File: src/hw/rtl/message_ring_queue_dedup_unit_macros.svh
// assertion macros used by message_ring_queue_dedup_unit.sv
`ifndef MESSAGE_RING_QUEUE_DEDUP_UNIT_MACROS_SVH
`define MESSAGE_RING_QUEUE_DEDUP_UNIT_MACROS_SVH

// same-cycle implication, checked on every rising clock edge out of reset
`define MRQD_ASSERT_NOW(label, ante, cons, msg) \
   label: assert property (@(posedge clock) disable iff (reset) (ante) |-> (cons)) \
      else $error(msg);

// next-cycle implication, checked on every rising clock edge out of reset
`define MRQD_ASSERT_NEXT(label, ante, cons, msg) \
   label: assert property (@(posedge clock) disable iff (reset) (ante) |=> (cons)) \
      else $error(msg);

`endif

File: src/hw/rtl/mrqd_pkg.sv
`timescale 1ns / 1ps
`default_nettype none

package mrqd_pkg;

   // queue geometry
   localparam int QUEUE_DEPTH = 16;
   localparam int PTR_W       = $clog2(QUEUE_DEPTH);
   localparam int CNT_W       = $clog2(QUEUE_DEPTH + 1);

   // field widths
   localparam int REQ_W   = 3;
   localparam int KIND_W  = 16;
   localparam int VALUE_W = 16;
   localparam int ENTRY_W = KIND_W + VALUE_W;
   localparam int FILL_W  = 5;

   // request codes
   localparam logic [REQ_W-1:0] REQ_PUSH_BACK   = 3'd0;
   localparam logic [REQ_W-1:0] REQ_PUSH_UNIQUE = 3'd1;
   localparam logic [REQ_W-1:0] REQ_PUSH_FRONT  = 3'd2;
   localparam logic [REQ_W-1:0] REQ_POP         = 3'd3;
   localparam logic [REQ_W-1:0] REQ_CHECK       = 3'd4;
   localparam logic [REQ_W-1:0] REQ_CLEAR       = 3'd5;

   // pointer update commands from the sequencer
   typedef struct packed {
      logic push_back;
      logic push_front;
      logic pop;
      logic clear;
   } ptr_ctrl_type;

   // pointer and count status toward the sequencer
   typedef struct packed {
      logic [PTR_W-1:0] wr_pos;
      logic [PTR_W-1:0] rd_pos;
      logic [PTR_W-1:0] rd_prev;
      logic [CNT_W-1:0] count;
      logic             full;
      logic             empty;
   } ptr_stat_type;

   // ring increment with wrap
   function automatic logic [PTR_W-1:0] ptr_next(input logic [PTR_W-1:0] p);
      ptr_next = (p == PTR_W'(QUEUE_DEPTH - 1)) ? '0 : p + 1'b1;
   endfunction

   // ring decrement with wrap
   function automatic logic [PTR_W-1:0] ptr_prev(input logic [PTR_W-1:0] p);
      ptr_prev = (p == '0) ? PTR_W'(QUEUE_DEPTH - 1) : p - 1'b1;
   endfunction

endpackage

`default_nettype wire

File: src/hw/rtl/mrqd_ram.sv
`timescale 1ns / 1ps
`default_nettype none

module mrqd_ram #(
   parameter int WIDTH = 32,
   parameter int DEPTH = 16
) (
   input  wire logic                     clock,
   input  wire logic                     wr_en,
   input  wire logic [$clog2(DEPTH)-1:0] wr_addr,
   input  wire logic [WIDTH-1:0]         wr_data,
   input  wire logic                     rd_en,
   input  wire logic [$clog2(DEPTH)-1:0] rd_addr,
   output logic      [WIDTH-1:0]         rd_data
);

   logic [WIDTH-1:0] mem [DEPTH];

   // one write port, one registered read port
   always_ff @(posedge clock) begin
      if (wr_en) begin
         mem[wr_addr] <= wr_data;
      end
      if (rd_en) begin
         rd_data <= mem[rd_addr];
      end
   end

endmodule

`default_nettype wire

File: src/hw/rtl/mrqd_ptrs.sv
`timescale 1ns / 1ps
`default_nettype none

module mrqd_ptrs
   import mrqd_pkg::*;
(
   input  wire logic         clock,
   input  wire logic         reset,
   input  wire ptr_ctrl_type ctrl,
   output ptr_stat_type      stat
);

   logic [PTR_W-1:0] wr_pos_ff, wr_pos_in;
   logic [PTR_W-1:0] rd_pos_ff, rd_pos_in;
   logic [CNT_W-1:0] count_ff, count_in;

   // next pointer and count values
   always_comb begin
      wr_pos_in = wr_pos_ff;
      rd_pos_in = rd_pos_ff;
      count_in  = count_ff;
      if (ctrl.push_back) begin
         wr_pos_in = ptr_next(wr_pos_ff);
         count_in  = count_ff + 1'b1;
      end else if (ctrl.push_front) begin
         rd_pos_in = ptr_prev(rd_pos_ff);
         count_in  = count_ff + 1'b1;
      end else if (ctrl.pop) begin
         rd_pos_in = ptr_next(rd_pos_ff);
         count_in  = count_ff - 1'b1;
      end else if (ctrl.clear) begin
         // read position plus count always equals the write position on the ring
         rd_pos_in = wr_pos_ff;
         count_in  = '0;
      end
   end

   always_ff @(posedge clock) begin
      if (reset) begin
         wr_pos_ff <= '0;
         rd_pos_ff <= '0;
         count_ff  <= '0;
      end else begin
         wr_pos_ff <= wr_pos_in;
         rd_pos_ff <= rd_pos_in;
         count_ff  <= count_in;
      end
   end

   // status toward the sequencer
   always_comb begin
      stat.wr_pos  = wr_pos_ff;
      stat.rd_pos  = rd_pos_ff;
      stat.rd_prev = ptr_prev(rd_pos_ff);
      stat.count   = count_ff;
      stat.full    = (count_ff >= CNT_W'(QUEUE_DEPTH));
      stat.empty   = (count_ff == '0);
   end

endmodule

`default_nettype wire

File: src/hw/rtl/message_ring_queue_dedup_unit.sv
`timescale 1ns / 1ps
`default_nettype none

// Circular queue of QUEUE_DEPTH message entries (16-bit kind, 16-bit value) with push back,
// unique push back, push front, pop, check and clear. A request is taken when start is high
// and busy is low; its single result appears on the rsp_ ports for exactly one cycle,
// marked by rsp_strobe, and must be captured then since the receiver cannot stall the block.
// Pushes, clear, unused codes and a pop from an empty queue finish in the execute state;
// a pop that returns an entry first reads the entry RAM and finishes in the pop state. Check
// and unique push walk the queued entries through the entry RAM read port one per cycle,
// ending early on the first match. busy falls in the cycle the result is shown, so the next
// request may be taken in that cycle.

`include "message_ring_queue_dedup_unit_macros.svh"

module message_ring_queue_dedup_unit
   import mrqd_pkg::*;
(
   input  wire logic               clock,
   input  wire logic               reset,
   input  wire logic               start,
   output logic                    busy,
   input  wire logic [REQ_W-1:0]   req_type,
   input  wire logic [KIND_W-1:0]  req_msg_kind,
   input  wire logic [VALUE_W-1:0] req_msg_value,
   output logic                    rsp_strobe,
   output logic                    rsp_accepted,
   output logic                    rsp_duplicate_found,
   output logic      [KIND_W-1:0]  rsp_out_kind,
   output logic      [VALUE_W-1:0] rsp_out_value,
   output logic      [FILL_W-1:0]  rsp_fill_count
);

   typedef enum logic [1:0] {
      S_IDLE,
      S_EXEC,
      S_SCAN,
      S_POP
   } state_type;

   state_type        state_ff, state_in;
   logic [REQ_W-1:0] req_ff, req_in;
   logic [KIND_W-1:0]  kind_ff, kind_in;
   logic [VALUE_W-1:0] value_ff, value_in;
   logic [PTR_W-1:0] scan_pos_ff, scan_pos_in;
   logic [CNT_W-1:0] scan_left_ff, scan_left_in;

   logic               rsp_strobe_ff, rsp_strobe_in;
   logic               rsp_accepted_ff, rsp_accepted_in;
   logic               rsp_dup_ff, rsp_dup_in;
   logic [KIND_W-1:0]  rsp_kind_ff, rsp_kind_in;
   logic [VALUE_W-1:0] rsp_value_ff, rsp_value_in;

   ptr_ctrl_type ctrl;
   ptr_stat_type stat;

   logic               wr_en;
   logic [PTR_W-1:0]   wr_addr;
   logic               rd_en;
   logic [PTR_W-1:0]   rd_addr;
   logic [ENTRY_W-1:0] rd_data;
   logic [ENTRY_W-1:0] entry;
   logic               hit;

   // entry storage
   mrqd_ram #(
      .WIDTH (ENTRY_W),
      .DEPTH (QUEUE_DEPTH)
   ) u_ram (
      .clock   (clock),
      .wr_en   (wr_en),
      .wr_addr (wr_addr),
      .wr_data (entry),
      .rd_en   (rd_en),
      .rd_addr (rd_addr),
      .rd_data (rd_data)
   );

   // ring pointers and fill count
   mrqd_ptrs u_ptrs (
      .clock (clock),
      .reset (reset),
      .ctrl  (ctrl),
      .stat  (stat)
   );

   assign entry = {kind_ff, value_ff};
   assign hit   = (rd_data == entry);

   // sequencer next state
   always_comb begin
      state_in        = state_ff;
      req_in          = req_ff;
      kind_in         = kind_ff;
      value_in        = value_ff;
      scan_pos_in     = scan_pos_ff;
      scan_left_in    = scan_left_ff;
      rsp_strobe_in   = 1'b0;
      rsp_accepted_in = 1'b0;
      rsp_dup_in      = 1'b0;
      rsp_kind_in     = '0;
      rsp_value_in    = '0;
      ctrl            = '0;
      wr_en           = 1'b0;
      wr_addr         = stat.wr_pos;
      rd_en           = 1'b0;
      rd_addr         = stat.rd_pos;
      unique case (state_ff)
         S_IDLE: begin
            if (start) begin
               req_in   = req_type;
               kind_in  = req_msg_kind;
               value_in = req_msg_value;
               state_in = S_EXEC;
            end
         end
         S_EXEC: begin
            unique case (req_ff) inside
               REQ_PUSH_BACK: begin
                  if (!stat.full) begin
                     wr_en           = 1'b1;
                     ctrl.push_back  = 1'b1;
                     rsp_accepted_in = 1'b1;
                  end
                  rsp_strobe_in = 1'b1;
                  state_in      = S_IDLE;
               end
               REQ_PUSH_UNIQUE, REQ_CHECK: begin
                  if (stat.empty) begin
                     // nothing to scan, so no duplicate
                     if (req_ff == REQ_PUSH_UNIQUE && !stat.full) begin
                        wr_en           = 1'b1;
                        ctrl.push_back  = 1'b1;
                        rsp_accepted_in = 1'b1;
                     end
                     rsp_strobe_in = 1'b1;
                     state_in      = S_IDLE;
                  end else begin
                     rd_en        = 1'b1;
                     scan_pos_in  = stat.rd_pos;
                     scan_left_in = stat.count;
                     state_in     = S_SCAN;
                  end
               end
               REQ_PUSH_FRONT: begin
                  if (!stat.full) begin
                     wr_en           = 1'b1;
                     wr_addr         = stat.rd_prev;
                     ctrl.push_front = 1'b1;
                     rsp_accepted_in = 1'b1;
                  end
                  rsp_strobe_in = 1'b1;
                  state_in      = S_IDLE;
               end
               REQ_POP: begin
                  if (stat.empty) begin
                     rsp_strobe_in = 1'b1;
                     state_in      = S_IDLE;
                  end else begin
                     rd_en    = 1'b1;
                     state_in = S_POP;
                  end
               end
               REQ_CLEAR: begin
                  ctrl.clear    = 1'b1;
                  rsp_strobe_in = 1'b1;
                  state_in      = S_IDLE;
               end
               default: begin
                  rsp_strobe_in = 1'b1;
                  state_in      = S_IDLE;
               end
            endcase
         end
         S_SCAN: begin
            // compare the entry read last cycle, stop on a match or the last entry
            if (hit || scan_left_ff == CNT_W'(1)) begin
               rsp_dup_in = hit;
               if (req_ff == REQ_PUSH_UNIQUE && !hit && !stat.full) begin
                  wr_en           = 1'b1;
                  ctrl.push_back  = 1'b1;
                  rsp_accepted_in = 1'b1;
               end
               rsp_strobe_in = 1'b1;
               state_in      = S_IDLE;
            end else begin
               rd_en        = 1'b1;
               rd_addr      = ptr_next(scan_pos_ff);
               scan_pos_in  = ptr_next(scan_pos_ff);
               scan_left_in = scan_left_ff - 1'b1;
            end
         end
         S_POP: begin
            ctrl.pop        = 1'b1;
            rsp_accepted_in = 1'b1;
            rsp_kind_in     = rd_data[ENTRY_W-1:VALUE_W];
            rsp_value_in    = rd_data[VALUE_W-1:0];
            rsp_strobe_in   = 1'b1;
            state_in        = S_IDLE;
         end
         default: begin
            state_in = S_IDLE;
         end
      endcase
   end

   // state and registered result
   always_ff @(posedge clock) begin
      if (reset) begin
         state_ff      <= S_IDLE;
         rsp_strobe_ff <= 1'b0;
      end else begin
         state_ff        <= state_in;
         rsp_strobe_ff   <= rsp_strobe_in;
         req_ff          <= req_in;
         kind_ff         <= kind_in;
         value_ff        <= value_in;
         scan_pos_ff     <= scan_pos_in;
         scan_left_ff    <= scan_left_in;
         rsp_accepted_ff <= rsp_accepted_in;
         rsp_dup_ff      <= rsp_dup_in;
         rsp_kind_ff     <= rsp_kind_in;
         rsp_value_ff    <= rsp_value_in;
      end
   end

   assign busy                = (state_ff != S_IDLE);
   assign rsp_strobe          = rsp_strobe_ff;
   assign rsp_accepted        = rsp_accepted_ff;
   assign rsp_duplicate_found = rsp_dup_ff;
   assign rsp_out_kind        = rsp_kind_ff;
   assign rsp_out_value       = rsp_value_ff;
   // the count register updates on the same edge as the strobe
   assign rsp_fill_count      = FILL_W'(stat.count);

   // checks
   `MRQD_ASSERT_NOW(a_count_bound, 1'b1, stat.count <= CNT_W'(QUEUE_DEPTH), "fill count over depth")
   `MRQD_ASSERT_NOW(a_strobe_after_work, rsp_strobe, $past(busy), "result without a request")
   `MRQD_ASSERT_NEXT(a_single_strobe, rsp_strobe, !rsp_strobe, "result shown twice")
   `MRQD_ASSERT_NOW(a_dup_not_stored, rsp_strobe && rsp_duplicate_found, !rsp_accepted, "dup stored")

endmodule

`default_nettype wire

File: config.mk
export PLATFORM = sky130hd
export DESIGN_NAME = message_ring_queue_dedup_unit
export DESIGN_NICKNAME = d
export VERILOG_FILES = /design/src/hw/rtl/mrqd_pkg.sv /design/src/hw/rtl/mrqd_ram.sv /design/src/hw/rtl/mrqd_ptrs.sv /design/src/hw/rtl/message_ring_queue_dedup_unit.sv
export VERILOG_INCLUDE_DIRS = /design/src /design/src/hw/rtl
export SDC_FILE = /design/constraint.sdc
export NUM_CORES = 1
export LEC_CHECK = 0
export BUFFER_PORTS_ARGS = -buffer_cell sky130_fd_sc_hd__buf_4
export CAP_MARGIN = 0
export CORE_ASPECT_RATIO = 1.4
export CORE_MARGIN = 2
export CORE_UTILIZATION = 45
export CTS_CLUSTER_SIZE = 16
export DETAILED_ROUTE_END_ITERATION = 10
export GPL_TIMING_DRIVEN = 1
export PLACE_DENSITY = 0.67
export SLEW_MARGIN = 10
export SYNTH_ARGS = -nofsm -noshare
export SYNTH_HDL_FRONTEND = slang
export SYNTH_HIERARCHICAL = 1
export SYNTH_SLANG_ARGS = --single-unit
File: constraint.sdc
create_clock -name clock -period 5.08 [get_ports clock]
set_clock_uncertainty 0.05 [all_clocks]
set_input_delay 0.508 -clock clock [delete_from_list [all_inputs] [get_ports clock]]
set_output_delay 0.508 -clock clock [all_outputs]
set_load 0.005 [all_outputs]
# ---- Yosys cells after proc, flatten, opt, wreduce, memory -nomap -nowiden
# Memories as Yosys holds them, arrays and structs flattened. A register that Yosys moved wholly into a read port is not among the register bits.
# Index checks and enable logic that the tools add are counted.
dict set report totals {
  reg_bits 94
  memories 1
  ram_bits 512
  out_inout_bits 41
  wordCells 120
  in_bits 38
}
dict set report op_classes {
  n_mux 55
  n_lt_le_gt_ge 1
  eq_ne 18
  bitwise 2
  reduce_logical 22
  addsub 7
}
# name words word_bits read_ports rd_clocked_by_memory_dff write_ports line_no
set mem_list {}
lappend mem_list {u_ram.mem 16 32 1 1 1 mrqd_ram.sv:17} ;# logic [WIDTH-1:0] mem [DEPTH];
# op n
set ops {}
lappend ops {{2-to-1 mux 4 bit} 15}
lappend ops {{2-to-1 mux 5 bit} 7}
lappend ops {{== test 32 bit} 1}
lappend ops {{2-to-1 mux 1 bit} 18}
lappend ops {{adder 4 x 1 -> 4 bit (second input constant)} 3}
lappend ops {{== test 4 bit (second input constant)} 3}
lappend ops {{case mux 1 bit (2 select lines)} 5}
lappend ops {{case mux 5 bit (2 select lines)} 1}
lappend ops {{subtractor 5 x 1 -> 5 bit (second input constant)} 2}
lappend ops {{2-to-1 mux 2 bit} 4}
lappend ops {{!= test 2 bit (second input constant)} 4}
lappend ops {{case mux 2 bit (4 select lines)} 1}
lappend ops {{case mux 4 bit (2 select lines)} 1}
lappend ops {{== test 3 x 2 -> 1 bit (second input constant)} 2}
lappend ops {{== test 3 bit (second input constant)} 2}
lappend ops {{case mux 1 bit (3 select lines)} 2}
lappend ops {{AND reduction 2 bit} 3}
lappend ops {{adder 5 x 1 -> 5 bit (second input constant)} 1}
lappend ops {{== test 5 x 1 -> 1 bit (second input constant)} 1}
lappend ops {{greater-or-equal comparator 5 bit (second input constant)} 1}
lappend ops {{logical NOT 5 bit} 1}
lappend ops {{AND reduction 5 bit} 1}
lappend ops {{== test 2 bit (second input constant)} 2}
lappend ops {{logical NOT 4 bit} 1}
lappend ops {{other kinds (17)} 23}

# ---- Depth between registers and ports, before layout
dict set report depth {
  word_depth 9
  depth_mapped 13
  depth_no_buf 12
}

# ---- Cells and area by module
# The synthesis kept the hierarchy.
# mod cells_each seq_area_each_um2 instances area_each_um2
set modules_own_cells {}
lappend modules_own_cells {mrqd_ram 838 16335.7 1 20155.6}
lappend modules_own_cells {message_ring_queue_dedup_unit 270 2402.3 1 3718.6}
lappend modules_own_cells {mrqd_ptrs 120 260.2 1 928.4}

# ---- Worst setup path before layout
# Ideal clock, no wire load.
dict set report synth_path {
  path_kind {register -> register}
  startpoint {register u_ptrs.count_ff[0]}
  endpoint {memory u_ram.mem[0][0], enable pin}
  arrival_time_ps 4397
  required_time_ps 4569
  setup_ps 461
  slack_ps 172
  synth_period_minus_slack_ps 4908
  path_buffers 0
  stages_incl_launch_ff 11
  cell_sequence {dfxtp_1 -> inv_1 -> ha_1 -> nor3b_1 -> nor2b_1 -> inv_1 -> o21ai_0 -> nand2_1 -> a21boi_0 -> or3b_2 -> nor3_1}
}
# element line_no
set synth_lines {}
lappend synth_lines {{from (decl)} mrqd_ptrs.sv:15} ;# logic [CNT_W-1:0] count_ff, count_in;
lappend synth_lines {{from (signal assigned)} mrqd_ptrs.sv:46} ;# count_ff <= count_in;
lappend synth_lines {{to (decl)} mrqd_ram.sv:17}

# ---- Worst setup path after layout
dict set report layout_path {
  startpoint {register value_ff[12]}
  endpoint {register u_ram.rd_data[14] (read register of u_ram.mem), data pin}
}
dict set report layout_between {
  elab_chain_cells 4
  word_cells_on_any_way 6
  classes_between {eq/ne: 1; mux: 4; reduce/logical: 1}
}
# element line_no
set layout_rtl {}
lappend layout_rtl {{from (decl)} message_ring_queue_dedup_unit.sv:44} ;# logic [VALUE_W-1:0] value_ff, value_in;
lappend layout_rtl {{from (signal assigned)} message_ring_queue_dedup_unit.sv:217} ;# value_ff <= value_in;
lappend layout_rtl {{== test 32 bit} message_ring_queue_dedup_unit.sv:88} ;# assign hit = (rd_data == entry);
lappend layout_rtl {{logical OR 1 bit} message_ring_queue_dedup_unit.sv:177} ;# if (hit || scan_left_ff == CNT_W'(1)) begin
lappend layout_rtl {{2-to-1 mux 4 bit} message_ring_queue_dedup_unit.sv:177}
lappend layout_rtl {{2-to-1 mux 4 bit} message_ring_queue_dedup_unit.sv:108} ;# unique case (state_ff)
lappend layout_rtl {{via rd_addr[0]} message_ring_queue_dedup_unit.sv:60} ;# logic [PTR_W-1:0] rd_addr;
lappend layout_rtl {{to (decl)} mrqd_ram.sv:14} ;# output logic [WIDTH-1:0] rd_data
# The timed path passes the listed nets, and every way through them passes these cells.
# A chain may end at the register's enable or synchronous reset.

==> results.yml <==
sta:
  final-setup-viol-count: 0
  fin_crit_ps: 4380
  fmax_mhz: 228
  hold_violations: 0
  grt_setup_unrepaired: "no"
  setup_tns_ps: 0
  worst_slew_pin_slew_ps: 1050
  relSlewSlack_pct: 29.4
  setup_ws_ps: 698
  final-max-slew-violation-count: 0
  period_share_pct: 86.3
detailed_routing:
  ant_nets: 0
  drt-total-wl_um: 57200
  drt_iter0_markers: 1347
  viasPerCell: 5.86
  post_drt_wl_per_cell_um: 27.0
  first_pass_iters: 5
  drc_errors: 0
  vias: 12400
logic_synthesis:
  ys.flop_type: "edfxtp_1"
  synthArstFlopShare_pct: 0
  synth_edf_count: 622
  synth_area_um2: 24800
  yosysWarnings: 6
  synthCells: 1228
  ys_seq_area_share_pct: 76.6
  ys_seq_elements: 638
  synth_cell_types: 61
  syn_area_per_cell_um2: 20.2
  syn_nets: 1279
final_layout:
  multi_input_area_um2: 5630
  regArea_um2: 19000
  diodes: 0
  nNetsFinal: 1405
  area.growth.synth_to_final_pct: 14.8
  nFillCells: 4257
  drive_gt1_share_pct: 26.7
  final_util_pct: 52.4
global_routing:
  gr-total-overflow: 0
  grt_pass1_wl_um: 84000
  grt_pass1_vias: 12800
  grt_usage_pct: 20.2
  grt_max_degree: 81
  grt_antenna_before_repair: 0
pwr:
  power_density_nw_per_um2: 362
  switching_share_pct: 19.8
  vdd_drop_max_uv: 231
  intPower_uw: 8260
  switchingPower_uw: 2030
  power.leakage_uw: 0.00899
  p_comb_share_pct: 2.1
  pwr-share-seq_pct: 57.0
  clockPowerShare_pct: 40.9
clock_tree:
  htreeDepth: 2
  hold_buffers: 0
  cts-root-buf: "clkbuf_16"
  clock_latency_ps: 590
  path_clk_slew_ps: 70
  post_cts_buffers: 0
  cts_buffer_depth: 3
  numCtsBuffers: 57
  cts_resized: 0
  clock_sinks: 638
  cts_tree: "yes"
critical_path:
  reg2regPathDepth: 9
  path_max_fanout: 38
  arrival_ps: 4680
  r2r_setup_slack_ps: 700
  cp-startpoint: "value_ff[12]"
  worstPathRequired_ps: 5380
  endpoint_kind: "flip-flop"
  r2r_start: "value_ff[12]"
  r2r-end: "u_ram/rd_data[14]"
  critPathLaunchType: "flip-flop"
  criticalPathCategory: "reg -> reg"
die:
  io_pins: 79
  start_util_pct: 45.6
  chipWidth_um: 202
  coreArea_um2: 54300
  die_y_um: 282
  rows: 101
  die_area_um2: 57000
placement:
  pre_cts_ws_ps: 783
  port_buffers: 78
  routabilityCongestion: 0.764
  dp_hpwl_um: 31400
hold_path:
  min_delay_worst_endpoint: "value_ff[5]"
  hp-start: "req_msg_value[5]"
  hold_depth: 1
  hold_class: "in -> reg"
run:
  drv_cap: 0
status:
  run_status: "complete, no violations"
## power groups by stage
stage / clock network (uW) / logic [uW] / registers (uW)
floorplan: 0 / 108 / 5960
global placement: 0 / 217 / 5970
detailed placement: 0 / 221 / 5980
CTS: 4300 / 221 / 5870
global route: 4490 / 236 / 5870
finish: 4210 / 218 / 5870
## cell usage after synthesis (2+ instances only)
| cell type | instances | share of area [%] |
|---|---|---|
| buf_4 | 10 | 0.30 |
| xor2_1 | 38 | 1.3 |
| buf_2 | 8 | 0.16 |
| a31oi_1 | 4 | 0.10 |
| o21ai_0 | 6 | 0.12 |
| a2111oi_0 | 2 | 0.071 |
| a21boi_0 | 2 | 0.061 |
| dfxtp_1 | 16 | 1.3 |
| ha_1 | 13 | 0.66 |
| mux2i_1 | 5 | 0.20 |
| edfxtp_1 | 622 | 75 |
| mux4_2 | 128 | 12 |
| and2_2 | 2 | 0.061 |
| nor2b_1 | 7 | 0.18 |
| a311oi_1 | 2 | 0.071 |
| or2_1 | 2 | 0.050 |
| nand3_1 | 11 | 0.22 |
| mux2_4 | 4 | 0.24 |
| o31ai_1 | 3 | 0.091 |
| nand2_1 | 63 | 0.95 |
| o211ai_1 | 3 | 0.091 |
| o21ai_1 | 2 | 0.040 |
| nand2b_1 | 6 | 0.15 |
| and2_1 | 31 | 0.78 |
| and4_4 | 2 | 0.091 |
| mux2_2 | 5 | 0.23 |
| nor4_1 | 9 | 0.23 |
| clkbuf_1 | 25 | 0.38 |
| nor3b_1 | 3 | 0.091 |
| xnor2_1 | 4 | 0.14 |
| nand4_1 | 5 | 0.13 |
| nor3_1 | 10 | 0.20 |
| buf_1 | 11 | 0.17 |
| inv_1 | 18 | 0.27 |
| nand3b_1 | 6 | 0.18 |
| a211oi_1 | 2 | 0.061 |
| nor2_1 | 36 | 0.54 |
| a22oi_1 | 64 | 1.9 |
| a21oi_1 | 16 | 0.32 |
## layout make-up
class | count | area share [%]
inverters | 18 | 0.237
flip-flops and latches | 638 | 66.7
clock buffers | 69 | 5.32
clock inverters | 35 | 1.06
repair buffers | 122 | 3.74
multi-input cells | 517 | 19.8
well taps | 721 | 3.17
## stage by stage
step	cell area, um2	total power (uW)	hold WS, ps	instances
after global placement	26700	6190	462	2016
final	28500	10300	39.0	2120
after global routing	28500	10600	13.6	2120
after floorplan	24800	6070	435	1228
after detailed placement	26700	6200	510	2016
after CTS	28500	10400	7.81	2120
## flip-flops by register name, summed over array words and instances, names as in the netlist
register	cells
value_ff	16
u_ptrs/count_ff	5
u_ptrs/rd_pos_ff	4
rsp_strobe	1
req_ff	3
rsp_accepted	1
u_ram/rd_data	32
rsp_duplicate_found	1
scan_pos_ff	4
u_ptrs/wr_pos_ff	4
rsp_out_kind	16
u_ram/mem	512
rsp_out_value	16
kind_ff	16
state_ff	2
scan_left_ff	5
## worst max-delay path, stage by stage (launching register included)
cell and delay [ps]:
edfxtp_1 600, xor2_1 290, nor4_1 930, and4_4 440, a21oi_4 100, mux2_8 470
buf_12 340, mux4_2 550, a22oi_1 220, nand2_1 80
## cells in the final DEF, fill, tap and decap left out, types with 3 or more instances in the layout
master	instances
mux4_2	128
nor4_1	9
bufinv_16	5
nand3_1	11
mux2_2	5
and2_2	3
clkinv_2	9
o31ai_1	3
o21ai_0	6
a22oi_1	64
mux2i_1	5
nand3b_1	6
xnor2_1	4
edfxtp_1	622
a31oi_1	4
nand2b_1	6
nor3_1	6
nor3_2	4
clkbuf_1	10
clkinv_1	14
nand4_1	5
clkbuf_16	59
xor2_1	38
dfxtp_1	16
inv_1	17
buf_4	110
nor2_1	23
clkinvlp_4	5
o211ai_1	3
mux2_4	3
ha_1	12
nand2_1	63
nor2b_1	5
buf_12	12
and2_1	30
nor2_4	13
a21oi_1	16
nor3b_1	3
## cell families (layout without fill, tap and decap cells)
| family | Yosys count | count (layout) | synth area share [%] |
|---|---|---|---|
| xor gates and xnor gates | 42 | 42 | 1.48 |
| muxes | 142 | 142 | 12.3 |
| adders and majority gates | 13 | 13 | 0.656 |
| DFF | 638 | 638 | 76.6 |
| AOI/OAI and AO/OA | 117 | 117 | 3.41 |
| buffers and inverters | 73 | 244 | 1.33 |
| and+or+nand+nor | 203 | 203 | 4.23 |
## worst max path at each step
| stage | endpoint | slack [ps] |
|---|---|---|
| final | u_ram/rd_data[14] | 700 |
| after CTS | u_ram/rd_data[14] | 790 |
| after global routing | u_ram/rd_data[14] | 520 |
| after global placement | u_ram/rd_data[14] | 850 |
| after floorplan | u_ram/mem[0][0] | 170 |
| after detailed placement | u_ram/rd_data[14] | 780 |
## metal layers
metal	vias to the layer above	track usage, %	routed length [um]
met5	-	0	0
met4	0	6.31	1380
met3	97	2.48	3400
met2	476	35.7	30000
met1	6580	26.3	22500
li1	5262	-	-
(Power assumes the default switching activity.)
